===== src/dacc_pkg.sv =====
// Shared types, codes and the coin table for the decimal amount coin change block.
// Used by dacc_front, dacc_back and decimal_amount_coin_change; has no dependencies of its own.
package dacc_pkg;

    localparam int AMOUNT_BITS_DEFAULT = 32;
    localparam int QUEUE_DEPTH         = 4;
    localparam int DIV_STEP            = 16;
    localparam int COIN_KINDS          = 9;
    localparam int COUNT_W             = 24;

    // Division of a 25-bit partial value by 500 as (v >> 2) * DIV500_MAGIC >> DIV500_SHIFT.
    localparam int                      DIV500_MAGIC_W = 24;
    localparam logic [DIV500_MAGIC_W-1:0] DIV500_MAGIC = 24'd8589935;
    localparam int                      DIV500_SHIFT   = 30;
    localparam logic [8:0]              BIG_COIN       = 9'd500;

    localparam logic FUNC_APPEND = 1'b0;
    localparam logic FUNC_END    = 1'b1;

    localparam logic [1:0] KIND_COIN  = 2'd0;
    localparam logic [1:0] KIND_ERROR = 2'd1;
    localparam logic [1:0] KIND_DONE  = 2'd2;

    localparam logic [7:0] CH_DOT   = 8'h2E;
    localparam logic [7:0] CH_COMMA = 8'h2C;
    localparam logic [7:0] CH_ZERO  = 8'h30;
    localparam logic [7:0] CH_NINE  = 8'h39;

    localparam logic [1:0] FRAC_MAX = 2'd2;

    typedef struct packed {
        logic       func;
        logic [7:0] char_code;
    } t_in;

    typedef struct packed {
        logic [1:0]         kind;
        logic [3:0]         coin_index;
        logic [COUNT_W-1:0] coin_count;
        logic               last;
    } t_out;

    function automatic logic [8:0] coin_value(input logic [3:0] idx);
        logic [8:0] v;
        unique case (idx)
            4'd0:    v = 9'd500;
            4'd1:    v = 9'd200;
            4'd2:    v = 9'd100;
            4'd3:    v = 9'd50;
            4'd4:    v = 9'd20;
            4'd5:    v = 9'd10;
            4'd6:    v = 9'd5;
            4'd7:    v = 9'd2;
            4'd8:    v = 9'd1;
            default: v = 9'd0;
        endcase
        return v;
    endfunction

endpackage


===== src/dacc_front.sv =====
// Front end: parses the character stream into a grosze value and an error flag.
// Pushes one job per end request into the job queue; uses dacc_pkg.
module dacc_front #(
    parameter int AMOUNT_BITS = dacc_pkg::AMOUNT_BITS_DEFAULT
) (
    input  logic                 i_clk,
    input  logic                 i_rst_n,
    input  logic                 i_valid,
    input  dacc_pkg::t_in        i_data,
    output logic                 o_stall,
    input  logic                 i_full,
    output logic                 o_push,
    output logic [AMOUNT_BITS:0] o_job
);

    logic [AMOUNT_BITS-1:0] r_acc, n_acc;
    logic                   r_sep, n_sep;
    logic [1:0]             r_frac, n_frac;
    logic                   r_err, n_err;

    logic                   accept;
    logic                   is_sep;
    logic                   is_digit;
    logic [AMOUNT_BITS+3:0] ext;
    logic [AMOUNT_BITS+3:0] mul;
    logic                   mul_ovf;
    logic [AMOUNT_BITS+6:0] e7;
    logic [AMOUNT_BITS+6:0] scaled;
    logic                   scale_ovf;

    assign o_stall  = i_full;
    assign accept   = i_valid && !i_full;
    assign is_sep   = (i_data.char_code == dacc_pkg::CH_DOT) ||
                      (i_data.char_code == dacc_pkg::CH_COMMA);
    assign is_digit = (i_data.char_code >= dacc_pkg::CH_ZERO) &&
                      (i_data.char_code <= dacc_pkg::CH_NINE);

    assign ext     = {4'b0000, r_acc};
    assign mul     = (ext << 3) + (ext << 1) + (AMOUNT_BITS + 4)'(i_data.char_code[3:0]);
    assign mul_ovf = |mul[AMOUNT_BITS+3:AMOUNT_BITS];

    assign e7 = {7'b0000000, r_acc};

    always_comb begin
        unique case (r_frac)
            2'd0:    scaled = (e7 << 6) + (e7 << 5) + (e7 << 2);
            2'd1:    scaled = (e7 << 3) + (e7 << 1);
            default: scaled = e7;
        endcase
    end

    assign scale_ovf = |scaled[AMOUNT_BITS+6:AMOUNT_BITS];

    assign o_push = accept && (i_data.func == dacc_pkg::FUNC_END);
    assign o_job  = {r_err || scale_ovf, scaled[AMOUNT_BITS-1:0]};

    always_comb begin
        n_acc  = r_acc;
        n_sep  = r_sep;
        n_frac = r_frac;
        n_err  = r_err;
        if (accept) begin
            if (i_data.func == dacc_pkg::FUNC_END) begin
                n_acc  = '0;
                n_sep  = 1'b0;
                n_frac = 2'd0;
                n_err  = 1'b0;
            end else if (!r_err) begin
                if (is_sep) begin
                    if (r_sep) begin
                        n_err = 1'b1;
                    end else begin
                        n_sep = 1'b1;
                    end
                end else if (is_digit) begin
                    if (r_sep && (r_frac == dacc_pkg::FRAC_MAX)) begin
                        n_err = 1'b1;
                    end else if (mul_ovf) begin
                        n_err = 1'b1;
                    end else begin
                        n_acc = mul[AMOUNT_BITS-1:0];
                        if (r_sep) begin
                            n_frac = r_frac + 2'd1;
                        end
                    end
                end else begin
                    n_err = 1'b1;
                end
            end
        end
    end

    always_ff @(posedge i_clk) begin
        if (!i_rst_n) begin
            r_acc  <= '0;
            r_sep  <= 1'b0;
            r_frac <= 2'd0;
            r_err  <= 1'b0;
        end else begin
            r_acc  <= n_acc;
            r_sep  <= n_sep;
            r_frac <= n_frac;
            r_err  <= n_err;
        end
    end

endmodule


===== src/dacc_queue.sv =====
// Short job queue between the parser and the change engine.
// Register array with head read; uses no package items.
module dacc_queue #(
    parameter int WIDTH = 33,
    parameter int DEPTH = 4
) (
    input  logic             i_clk,
    input  logic             i_rst_n,
    input  logic             i_push,
    input  logic [WIDTH-1:0] i_data,
    input  logic             i_pop,
    output logic [WIDTH-1:0] o_data,
    output logic             o_full,
    output logic             o_empty
);

    localparam int PTR_W = (DEPTH > 1) ? $clog2(DEPTH) : 1;
    localparam int CNT_W = $clog2(DEPTH + 1);

    logic [WIDTH-1:0] r_mem [DEPTH];
    logic [PTR_W-1:0] r_wr, n_wr;
    logic [PTR_W-1:0] r_rd, n_rd;
    logic [CNT_W-1:0] r_cnt, n_cnt;

    assign o_full  = (r_cnt == CNT_W'(DEPTH));
    assign o_empty = (r_cnt == '0);
    assign o_data  = r_mem[r_rd];

    always_comb begin
        n_wr  = r_wr;
        n_rd  = r_rd;
        n_cnt = r_cnt;
        if (i_push) begin
            n_wr = (r_wr == PTR_W'(DEPTH - 1)) ? '0 : r_wr + PTR_W'(1);
        end
        if (i_pop) begin
            n_rd = (r_rd == PTR_W'(DEPTH - 1)) ? '0 : r_rd + PTR_W'(1);
        end
        if (i_push && !i_pop) begin
            n_cnt = r_cnt + CNT_W'(1);
        end else if (i_pop && !i_push) begin
            n_cnt = r_cnt - CNT_W'(1);
        end
    end

    always_ff @(posedge i_clk) begin
        if (i_push) begin
            r_mem[r_wr] <= i_data;
        end
    end

    always_ff @(posedge i_clk) begin
        if (!i_rst_n) begin
            r_wr  <= '0;
            r_rd  <= '0;
            r_cnt <= '0;
        end else begin
            r_wr  <= n_wr;
            r_rd  <= n_rd;
            r_cnt <= n_cnt;
        end
    end

endmodule


===== src/dacc_back.sv =====
// Change engine: divides each job by 500 sixteen bits per cycle by reciprocal
// multiplication, walks the smaller coins and drives the registered result channel; uses dacc_pkg.
module dacc_back #(
    parameter int AMOUNT_BITS = dacc_pkg::AMOUNT_BITS_DEFAULT
) (
    input  logic                 i_clk,
    input  logic                 i_rst_n,
    input  logic                 i_empty,
    input  logic [AMOUNT_BITS:0] i_job,
    output logic                 o_pop,
    output logic                 o_valid,
    output dacc_pkg::t_out       o_data,
    input  logic                 i_stall
);

    localparam int STEP    = dacc_pkg::DIV_STEP;
    localparam int DIV_CYC = (AMOUNT_BITS + STEP - 1) / STEP;
    localparam int NUM_W   = DIV_CYC * STEP;
    localparam int STEPS_W = $clog2(DIV_CYC + 1);
    localparam int CW      = dacc_pkg::COUNT_W;
    localparam int V_W     = STEP + 9;
    localparam int N_W     = V_W - 2;
    localparam int P_W     = N_W + dacc_pkg::DIV500_MAGIC_W;

    localparam logic [1:0] ST_IDLE = 2'd0;
    localparam logic [1:0] ST_DIV  = 2'd1;
    localparam logic [1:0] ST_EMIT = 2'd2;

    logic [1:0]         r_state, n_state;
    logic [NUM_W-1:0]   r_num, n_num;
    logic [8:0]         r_rem, n_rem;
    logic [CW-1:0]      r_quo, n_quo;
    logic               r_quo_nz, n_quo_nz;
    logic [STEPS_W-1:0] r_steps, n_steps;
    logic [3:0]         r_idx, n_idx;
    logic               r_out_valid, n_out_valid;
    dacc_pkg::t_out     r_out, n_out;

    logic               out_free;
    logic               job_bad;
    logic [V_W-1:0]     div_v;
    logic [N_W-1:0]     div_n;
    logic [P_W-1:0]     div_prod;
    logic [V_W-1:0]     div_back;
    logic [V_W-1:0]     div_left;
    logic [STEP-1:0]    qb;
    logic [8:0]         coin;
    logic [9:0]         coin2;
    logic [1:0]         cnt_small;
    logic [9:0]         sub;
    logic [8:0]         new_rem;
    logic               emit_any;
    dacc_pkg::t_out     emit_item;

    assign out_free = !r_out_valid || !i_stall;
    assign job_bad  = i_job[AMOUNT_BITS];
    assign o_pop    = (r_state == ST_IDLE) && !i_empty && (!job_bad || out_free);
    assign o_valid  = r_out_valid;
    assign o_data   = r_out;

    assign div_v    = {r_rem, r_num[NUM_W-1 -: STEP]};
    assign div_n    = div_v[V_W-1:2];
    assign div_prod = P_W'(div_n) * P_W'(dacc_pkg::DIV500_MAGIC);
    assign qb       = div_prod[dacc_pkg::DIV500_SHIFT +: STEP];
    assign div_back = V_W'(qb) * V_W'(dacc_pkg::BIG_COIN);
    assign div_left = div_v - div_back;

    assign coin  = dacc_pkg::coin_value(r_idx);
    assign coin2 = {coin, 1'b0};

    always_comb begin
        if ({1'b0, r_rem} >= coin2) begin
            cnt_small = 2'd2;
            sub       = coin2;
        end else if (r_rem >= coin) begin
            cnt_small = 2'd1;
            sub       = {1'b0, coin};
        end else begin
            cnt_small = 2'd0;
            sub       = '0;
        end
    end

    always_comb begin
        emit_item = '0;
        if (r_idx == 4'd0) begin
            new_rem  = r_rem;
            emit_any = 1'b1;
            if (!r_quo_nz && (r_rem == '0)) begin
                emit_item.kind = dacc_pkg::KIND_DONE;
                emit_item.last = 1'b1;
            end else if (r_quo_nz) begin
                emit_item.kind       = dacc_pkg::KIND_COIN;
                emit_item.coin_index = r_idx;
                emit_item.coin_count = r_quo;
                emit_item.last       = (r_rem == '0);
            end else begin
                emit_any = 1'b0;
            end
        end else begin
            new_rem              = r_rem - sub[8:0];
            emit_any             = (cnt_small != 2'd0);
            emit_item.kind       = dacc_pkg::KIND_COIN;
            emit_item.coin_index = r_idx;
            emit_item.coin_count = CW'(cnt_small);
            emit_item.last       = (new_rem == '0);
        end
    end

    always_comb begin
        n_state     = r_state;
        n_num       = r_num;
        n_rem       = r_rem;
        n_quo       = r_quo;
        n_quo_nz    = r_quo_nz;
        n_steps     = r_steps;
        n_idx       = r_idx;
        n_out_valid = r_out_valid;
        n_out       = r_out;
        if (r_out_valid && !i_stall) begin
            n_out_valid = 1'b0;
        end
        unique case (r_state)
            ST_IDLE: begin
                if (o_pop) begin
                    if (job_bad) begin
                        n_out_valid     = 1'b1;
                        n_out           = '0;
                        n_out.kind      = dacc_pkg::KIND_ERROR;
                        n_out.last      = 1'b1;
                    end else begin
                        n_num    = NUM_W'(i_job[AMOUNT_BITS-1:0]);
                        n_rem    = '0;
                        n_quo    = '0;
                        n_quo_nz = 1'b0;
                        n_steps  = STEPS_W'(DIV_CYC);
                        n_state  = ST_DIV;
                    end
                end
            end
            ST_DIV: begin
                n_num    = r_num << STEP;
                n_rem    = div_left[8:0];
                n_quo    = {r_quo[CW-STEP-1:0], qb};
                n_quo_nz = r_quo_nz || (|qb);
                n_steps  = r_steps - STEPS_W'(1);
                if (r_steps == STEPS_W'(1)) begin
                    n_idx   = 4'd0;
                    n_state = ST_EMIT;
                end
            end
            ST_EMIT: begin
                if (out_free) begin
                    if (emit_any) begin
                        n_out_valid = 1'b1;
                        n_out       = emit_item;
                    end
                    n_rem = new_rem;
                    n_idx = r_idx + 4'd1;
                    if (new_rem == '0) begin
                        n_state = ST_IDLE;
                    end
                end
            end
            default: begin
                n_state = ST_IDLE;
            end
        endcase
    end

    always_ff @(posedge i_clk) begin
        if (!i_rst_n) begin
            r_state     <= ST_IDLE;
            r_steps     <= '0;
            r_idx       <= '0;
            r_out_valid <= 1'b0;
        end else begin
            r_state     <= n_state;
            r_steps     <= n_steps;
            r_idx       <= n_idx;
            r_out_valid <= n_out_valid;
        end
    end

    always_ff @(posedge i_clk) begin
        r_num    <= n_num;
        r_rem    <= n_rem;
        r_quo    <= n_quo;
        r_quo_nz <= n_quo_nz;
        r_out    <= n_out;
    end

endmodule


===== src/decimal_amount_coin_change.sv =====
// Decimal amount to coin change: one character request per cycle, stalled only while the
// four-entry job queue is full. The change engine pops a job only while idle, so a new job waits
// until the last one is done. It divides the job by 500 sixteen bits a cycle, then walks one coin
// a cycle while the result channel is not stalled, registering each coin result; an error job
// registers its error result when it is popped.
// Synchronous active-low reset clears the parser, the queue and the result register.
module decimal_amount_coin_change #(
    parameter int AMOUNT_BITS = dacc_pkg::AMOUNT_BITS_DEFAULT
) (
    input  logic           i_clk,
    input  logic           i_rst_n,
    input  logic           i_in_valid,
    input  dacc_pkg::t_in  i_in_data,
    output logic           o_in_stall,
    output logic           o_out_valid,
    output dacc_pkg::t_out o_out_data,
    input  logic           i_out_stall
);

    localparam int JOB_W = AMOUNT_BITS + 1;

    logic             q_push;
    logic             q_pop;
    logic             q_full;
    logic             q_empty;
    logic [JOB_W-1:0] q_wdata;
    logic [JOB_W-1:0] q_rdata;

    dacc_front #(
        .AMOUNT_BITS(AMOUNT_BITS)
    ) u_front (
        .i_clk  (i_clk),
        .i_rst_n(i_rst_n),
        .i_valid(i_in_valid),
        .i_data (i_in_data),
        .o_stall(o_in_stall),
        .i_full (q_full),
        .o_push (q_push),
        .o_job  (q_wdata)
    );

    dacc_queue #(
        .WIDTH(JOB_W),
        .DEPTH(dacc_pkg::QUEUE_DEPTH)
    ) u_queue (
        .i_clk  (i_clk),
        .i_rst_n(i_rst_n),
        .i_push (q_push),
        .i_data (q_wdata),
        .i_pop  (q_pop),
        .o_data (q_rdata),
        .o_full (q_full),
        .o_empty(q_empty)
    );

    dacc_back #(
        .AMOUNT_BITS(AMOUNT_BITS)
    ) u_back (
        .i_clk  (i_clk),
        .i_rst_n(i_rst_n),
        .i_empty(q_empty),
        .i_job  (q_rdata),
        .o_pop  (q_pop),
        .o_valid(o_out_valid),
        .o_data (o_out_data),
        .i_stall(i_out_stall)
    );

`ifndef NO_ASSERTIONS
    a_no_push_full: assert property (@(posedge i_clk) disable iff (!i_rst_n)
        q_push |-> !q_full)
        else $error("job pushed into a full queue");

    a_no_pop_empty: assert property (@(posedge i_clk) disable iff (!i_rst_n)
        q_pop |-> !q_empty)
        else $error("job popped from an empty queue");

    a_marker_last: assert property (@(posedge i_clk) disable iff (!i_rst_n)
        (o_out_valid && (o_out_data.kind != dacc_pkg::KIND_COIN)) |-> o_out_data.last)
        else $error("error or done result without last");

    a_coin_index: assert property (@(posedge i_clk) disable iff (!i_rst_n)
        (o_out_valid && (o_out_data.kind == dacc_pkg::KIND_COIN))
            |-> (o_out_data.coin_index < 4'(dacc_pkg::COIN_KINDS)))
        else $error("coin index out of range");
`endif

endmodule


===== config.mk =====
export PLATFORM = sky130hd
export DESIGN_NAME = decimal_amount_coin_change
export DESIGN_NICKNAME = d
export VERILOG_FILES = /design/src/dacc_pkg.sv /design/src/dacc_front.sv /design/src/dacc_queue.sv /design/src/dacc_back.sv /design/src/decimal_amount_coin_change.sv
export SDC_FILE = /design/constraint.sdc
export NUM_CORES = 1
export LEC_CHECK = 0
export BUFFER_PORTS_ARGS = -buffer_cell sky130_fd_sc_hd__buf_4
export CAP_MARGIN = 20
export CORE_MARGIN = 2
export CORE_UTILIZATION = 50
export DETAILED_ROUTE_END_ITERATION = 6
export PLACE_DENSITY_LB_ADDON = 0.1
export SETUP_SLACK_MARGIN = 0.3
export SYNTH_ARGS = -nofsm -noshare
export SYNTH_HDL_FRONTEND = slang
export SYNTH_SLANG_ARGS = --single-unit

===== constraint.sdc =====
create_clock -name i_clk -period 12.25 [get_ports i_clk]
set_input_delay 2.45 -clock i_clk [delete_from_list [all_inputs] [get_ports i_clk]]
set_output_delay 2.45 -clock i_clk [all_outputs]
set_load 0.01 [all_outputs]

### After elaboration in Yosys (flattened, before gate mapping)

Memories as Yosys holds them, arrays and structs flattened. A register that Yosys moved wholly into a read port is not among the register bits.
Index checks and enable logic that the tools add are counted.
Widths: inputs -> output; s select.

| operators by class | value |
|---|---|
| add/sub/neg operators | 14 |
| multiplexer cells | 83 |
| equality and inequality tests | 21 |
| multiply operators | 2 |
| order comparisons | 4 |
| reduce and logical (&&, ||, !) cells | 50 |

Operators by type and width:

| operator | number |
|---|---|
| $mux 32 | 8 |
| $mux 31 | 5 |
| $pmux 39 s2 | 1 |
| $add 35x33->36 | 2 |
| $pmux 32 s2 | 1 |
| $pmux 31 s2 | 1 |
| $mux 9 | 6 |
| $mux 24 | 2 |
| $pmux 24 s2 | 1 |
| $mul 23x24->46 const B | 1 |
| $mux 2 | 20 |
| $add 38x37->39 | 1 |
| $add 39x34->39 | 1 |
| $add 36x4->36 | 1 |
| $mux 29 | 1 |
| $mux 28 | 1 |
| $logic_not 9->1 | 3 |
| $pmux 9 s3 | 1 |
| $mux 1 | 24 |
| $sub 9x9->9 | 2 |
| $eq 8x6->1 const B | 2 |
| $mul 16x7->7 const B | 1 |
| $mux 4 | 4 |
| $reduce_bool 2->1 | 8 |
| other kinds (34) | 76 |

| word-level totals | value |
|---|---|
| word-level logic and storage cells | 195 |
| output and inout bits | 33 |
| flip-flop bits (word level) | 149 |
| memory bits (read-only) | 144 |
| RAM bits | 132 |
| memories kept | 2 |

Memories:

| memory | words | width | rd ports | clocked after Yosys merged registers in | write ports | line | RTL |
|---|---|---|---|---|---|---|---|
| (name not given) | 16 | 9 | 1 | 1 | 0 | dacc_pkg.sv:45 | `unique case (idx)` |
| u_queue.r_mem | 4 | 33 | 1 | 1 | 1 | dacc_queue.sv:20 | `logic [WIDTH-1:0] r_mem [DEPTH];` |

### Longest topological paths before layout

| logic depth | value |
|---|---|
| depth after elaboration | 9 |
| mapped depth | 39 |
| gate-level depth less buffers | 39 |

### Hierarchy

Synthesis repeated with hierarchy kept, for this count alone.

| second synthesis, totals | value |
|---|---|
| cell total of the unflattened synthesis | 2,632 |
| area total of the unflattened synthesis | 27,770.4 um^2 |

By module, submodules not included:

| module | area each (um^2) | cells each | times used |
|---|---|---|---|
| dacc_back | 14,712.9 | 1,434 | 1 |
| dacc_front | 7,791.2 | 981 | 1 |
| dacc_queue | 5,266.3 | 217 | 1 |

### Least setup slack after synthesis

Ideal clock, no wire load.

| timing | value |
|---|---|
| path kind | flip-flop to flip-flop |
| start | register u_back.r_rem[6] |
| end | register u_back.r_rem[8], data pin |
| stages on the path, launching flop included | 35 |
| slack | 2,661 ps |
| period minus slack after synthesis | 9,589 ps |
| required time | 11,983 ps |
| arrival | 9,322 ps |
| path buffers | 0 |
| cells stage by stage | edfxtp_1 -> fa_1 -> inv_1 -> fa_1 -> fa_1 -> inv_1 -> fa_1 -> fa_1 -> fa_1 -> inv_1 -> fa_1 -> inv_1 -> ha_1 -> and4_1 -> nand2_1 -> or3_1 -> o221ai_1 -> o21ai_0 -> xor2_1 -> inv_1 -> ha_1 -> ha_1 -> fa_1 -> inv_1 -> fa_1 -> inv_1 -> ha_1 -> xor2_1 -> ha_1 -> a21oi_1 -> xnor2_1 -> xnor3_1 -> xnor2_1 -> nand4b_1 -> o211ai_1 |

| between the ends | value |
|---|---|
| elaborated cells between the ends (all ways) | 11 |

RTL lines:

| item | line | RTL |
|---|---|---|
| from (decl) | dacc_back.sv:31 | `logic [8:0] r_rem, n_rem;` |
| from (signal assigned) | dacc_back.sv:187 | `r_rem <= n_rem;` |
| $mul 23x24->46 | dacc_back.sv:63 | `assign div_prod = P_W'(div_n) * P_W'(dacc_pkg::DIV500_MAGIC);` |
| $mul 16x7->7 | dacc_back.sv:65 | `assign div_back = V_W'(qb) * V_W'(dacc_pkg::BIG_COIN);` |
| via u_back.div_back[3] | dacc_back.sv:44 | `logic [V_W-1:0] div_back;` |
| $sub 9x9->9 | dacc_back.sv:66 | `assign div_left = div_v - div_back;` |
| $pmux 9 s3 | dacc_back.sv:123 | `unique case (r_state)` |
| via u_back.n_rem[8] | dacc_back.sv:31 |  |

The timed path passes the listed nets, and every way through them passes these cells. The select of a mux whose other input is x is not followed.
A chain may end at the register's enable or synchronous reset.

### Worst setup path after layout

| timing | value |
|---|---|
| start | register u_back.r_num[29] |
| end | register u_back.r_rem[8], data pin |

| between the ends | value |
|---|---|
| word-level cells in the longest chain between the ends | 4 |

RTL lines:

| item | line | RTL |
|---|---|---|
| from (decl) | dacc_back.sv:30 | `logic [NUM_W-1:0] r_num, n_num;` |
| from (signal assigned) | dacc_back.sv:186 | `r_num <= n_num;` |
| $mul 23x24->46 | dacc_back.sv:63 |  |
| $mul 16x7->7 | dacc_back.sv:65 |  |
| via u_back.div_back[3] | dacc_back.sv:44 |  |
| $sub 9x9->9 | dacc_back.sv:66 |  |
| $pmux 9 s3 | dacc_back.sv:123 |  |
| via u_back.n_rem[8] | dacc_back.sv:31 |  |

The timed path passes the listed nets, and every way through them passes these cells.

==> results.py <==
metrics = {
    "placed_design": {
        "placed_cell_area_mm2": 0.0284,
        "io_buffers": 45,
        "post-place-cells": 3249,
        "gp_congestion": 0.936,
        "place_hpwl_mm": 51.4,
    },
    "die": {
        "die_area_mm2": 0.0564,
        "ioPinCount": 46,
        "coreArea_mm2": 0.0538,
        "fp-row-count": 85,
        "start_util_pct": 50.6,
        "die_y_um": 237,
        "die_x_um": 237,
    },
    "cells_and_area": {
        "ff_latch_area_mm2": 0.00814,
        "nets": 3230,
        "drive_gt1_share_pct": 7.00,
        "antennaDiodeCount": 0,
        "instances_no_fill": 3311,
        "syn_to_final_growth_pct": 8.15,
        "fillers": 4768,
        "multi_input_area_mm2": 0.0175,
        "fin_area_mm2": 0.0295,
    },
    "timing": {
        "timing.hold.ws_ns": 0.493,
        "finalClockSkew_ns": 0.0314,
        "setup_viol_count_final": 0,
        "fin_crit_ns": 10.58,
        "rsz0062_at_grt": "false",
        "fmax_mhz": 94.6,
        "slew_violations": 0,
        "tns_ns": 0,
        "finalHoldViolCount": 0,
        "slew_headroom_pct": 37.8,
        "period_share_pct": 86.3,
        "worst_pin_slew_ns": 0.933,
    },
    "clocking": {
        "clock_latency_ns": 0.56,
        "post-cts-setup-buffers": 0,
        "clock-sinks": 292,
        "clock_path_buffers": 3,
        "cts_tree": "done",
        "cts_resized": 0,
        "cts_made_buffers": 34,
        "h-tree-depth": 2,
        "cts_hold_buf": 0,
        "clk_pin_slew_ns": 0.06,
        "root_buffer": "clkbuf_16",
    },
    "grt": {
        "grt_pass1_vias": 19485,
        "antenna_found_initial": 0,
        "track_usage_pct": 24.0,
        "grt_pass1_wl_mm": 106,
        "grt_max_degree": 51,
        "overflow": 0,
    },
    "setup_path": {
        "max_stage_delay_ns": 0.71,
        "critPathCapture": "u_back.r_rem[8]",
        "cp_common_cell": "fa_1",
        "cp.required_ns": 12.52,
        "r2r-end": "u_back.r_rem[8]",
        "r2r_slack_ns": 1.67,
        "crit_path_start": "u_back.r_num[29]",
        "critPathSlowestCell": "edfxtp_1",
        "path_max_fanout": 8,
        "start_kind": "flop",
        "r2r-start": "u_back.r_num[29]",
        "reg2reg_depth": 34,
        "endpoint_kind": "flop",
        "crit_type": "reg2reg",
        "critPathArrivalTime_ns": 10.85,
    },
    "run_status": {
        "run_status": "finished, final reports clean",
    },
    "worst_hold_path": {
        "min_path_type": "reg2reg",
    },
    "synthesis": {
        "yosysSeqAreaShare_pct": 29.9,
        "netlist_instances": 2544,
        "synth_nets": 3185,
        "synth_area_mm2": 0.0272,
        "async_reset_ff_share_pct": 0,
        "synth-seq-cells": 292,
        "synth_area_per_cell_um2": 10.7,
        "yosysWarnings": 0,
        "yosysUniqueCellTypes": 89,
        "synth_edf_count": 229,
        "synth_ff_type": "edfxtp_1",
    },
    "job": {
        "max_cap_violations": 0,
    },
    "drt": {
        "ant_nets": 0,
        "vias_per_cell": 5.64,
        "detailroute.via_count": 18663,
        "routed_wl_mm": 65.6,
        "dr.pass1.iters": 5,
        "drc": 0,
        "drt_iter0_markers": 858,
        "drt-wirelength-per-cell_um": 19.8,
    },
}
==> area by class of cell <==
class,instances,share of cell area (%)
well taps,696,2.96
inverters,381,4.85
clock buffers,40,2.96
flip-flops and latches,292,27.6
clock inverters,22,0.735
repair buffers,62,1.58
multi-input cells,1818,59.3
==> metal layers <==
metal / GRT usage [%] / wire, µm
met1: 31.8 / 29600
met2: 41.5 / 32000
met3: 2.31 / 1940
met4: 7.72 / 2050
met5: 0 / 0
==> metrics by stage <==
stage | utilization, % | setup WS [ns]
final | 54.8 | 1.67
after CTS | 54.8 | 1.67
after detailed placement | 52.7 | 1.71
after global placement | 52.7 | 1.89
after global routing | 54.8 | 1.14
after floorplan | - | 2.66
==> cell usage after synthesis, types with 25 or more instances <==
cell type | n | share of area (%)
a21o_1 | 39 | 1.1
a21oi_1 | 92 | 1.7
a22oi_1 | 30 | 0.83
a31oi_1 | 26 | 0.60
and2_1 | 66 | 1.5
clkbuf_1 | 43 | 0.59
dfxtp_1 | 63 | 4.6
edfxtp_1 | 229 | 25
fa_1 | 222 | 16
ha_1 | 406 | 19
inv_1 | 380 | 5.2
mux4_2 | 33 | 2.7
nand2_1 | 157 | 2.2
nand3_1 | 45 | 0.83
nor2_1 | 114 | 1.6
nor2b_1 | 25 | 0.57
nor3_1 | 26 | 0.48
o21ai_0 | 96 | 1.8
xnor2_1 | 63 | 2.0
xor2_1 | 45 | 1.4
==> critical path, delay by kind of cell, from the launching register on <==
| kind | cells | cell delay [ns] |
|---|---|---|
| AOI/OAI and AO/OA | 7 | 1.61 |
| xor gates and xnor gates | 5 | 1.14 |
| adders and majority gates | 14 | 6.03 |
| buffers and inverters | 7 | 0.67 |
| DFF | 1 | 0.71 |
| and+or+nand+nor | 1 | 0.12 |
==> worst min-delay path by stage <==
stage	end	cells after the start	from	slack (ns)
3_3_place_gp	u_back.r_state[0]	2	u_back.r_state[0]	0.46
2_1_floorplan	u_back.r_state[1]	2	u_back.r_state[1]	0.45
4_1_cts	u_back.r_state[0]	2	u_back.r_state[0]	0.50
6_report	u_back.r_state[0]	2	u_back.r_state[0]	0.49
5_1_grt	u_back.o_data[24]	1	u_back.r_quo[23]	0.53
3_5_place_dp	u_back.r_state[0]	2	u_back.r_state[0]	0.49
==> logic make-up (layout without fill, tap and decap cells) <==
logic type	Yosys count	in the layout	share of synthesized area, %
adder cells (fa/ha/maj)	628	628	35.0
AND/OR/NAND/NOR	546	546	10.0
AO/OA/AOI/OAI	487	487	12.3
buffers and inverters	434	505	6.02
flip-flops	292	292	29.9
XOR/XNOR	109	109	3.55
multiplexers	48	48	3.29
==> registers in the layout, indices dropped and copies added, names as in the netlist, named ones only <==
| register | count |
|---|---|
| u_queue.r_mem | 132 |
| u_back.r_num | 32 |
| u_front.r_acc | 32 |
| u_back.o_data | 31 |
| u_back.r_quo | 24 |
| u_back.coin | 9 |
| u_back.r_rem | 9 |
| u_back.r_idx | 4 |
| u_queue.r_cnt | 3 |
| u_back.r_state | 2 |
| u_back.r_steps | 2 |
| u_front.r_frac | 2 |
| u_queue.r_rd | 2 |
| u_queue.r_wr | 2 |
| u_back.o_valid | 1 |
| u_back.r_quo_nz | 1 |
| u_front.r_err | 1 |
| u_front.r_sep | 1 |
==> cells in the final DEF (no fill, tap or decap), types with 25 or more instances in the layout <==
master and count:
nand3_1 45, a31oi_1 26, xor2_1 45, ha_1 406
dfxtp_1 62, a22oi_1 30, o21ai_0 96, buf_4 62
nor2_1 113, fa_1 222, nand2_1 157, nor3_1 26
a21oi_1 92, xnor2_1 63, inv_1 380, nor2b_1 25
a21o_1 39, mux4_2 33, and2_1 66, clkbuf_16 34
edfxtp_1 229
Power is not shown: default switching activity piles up to over one toggle a cycle in this logic, so the estimate is an artifact.
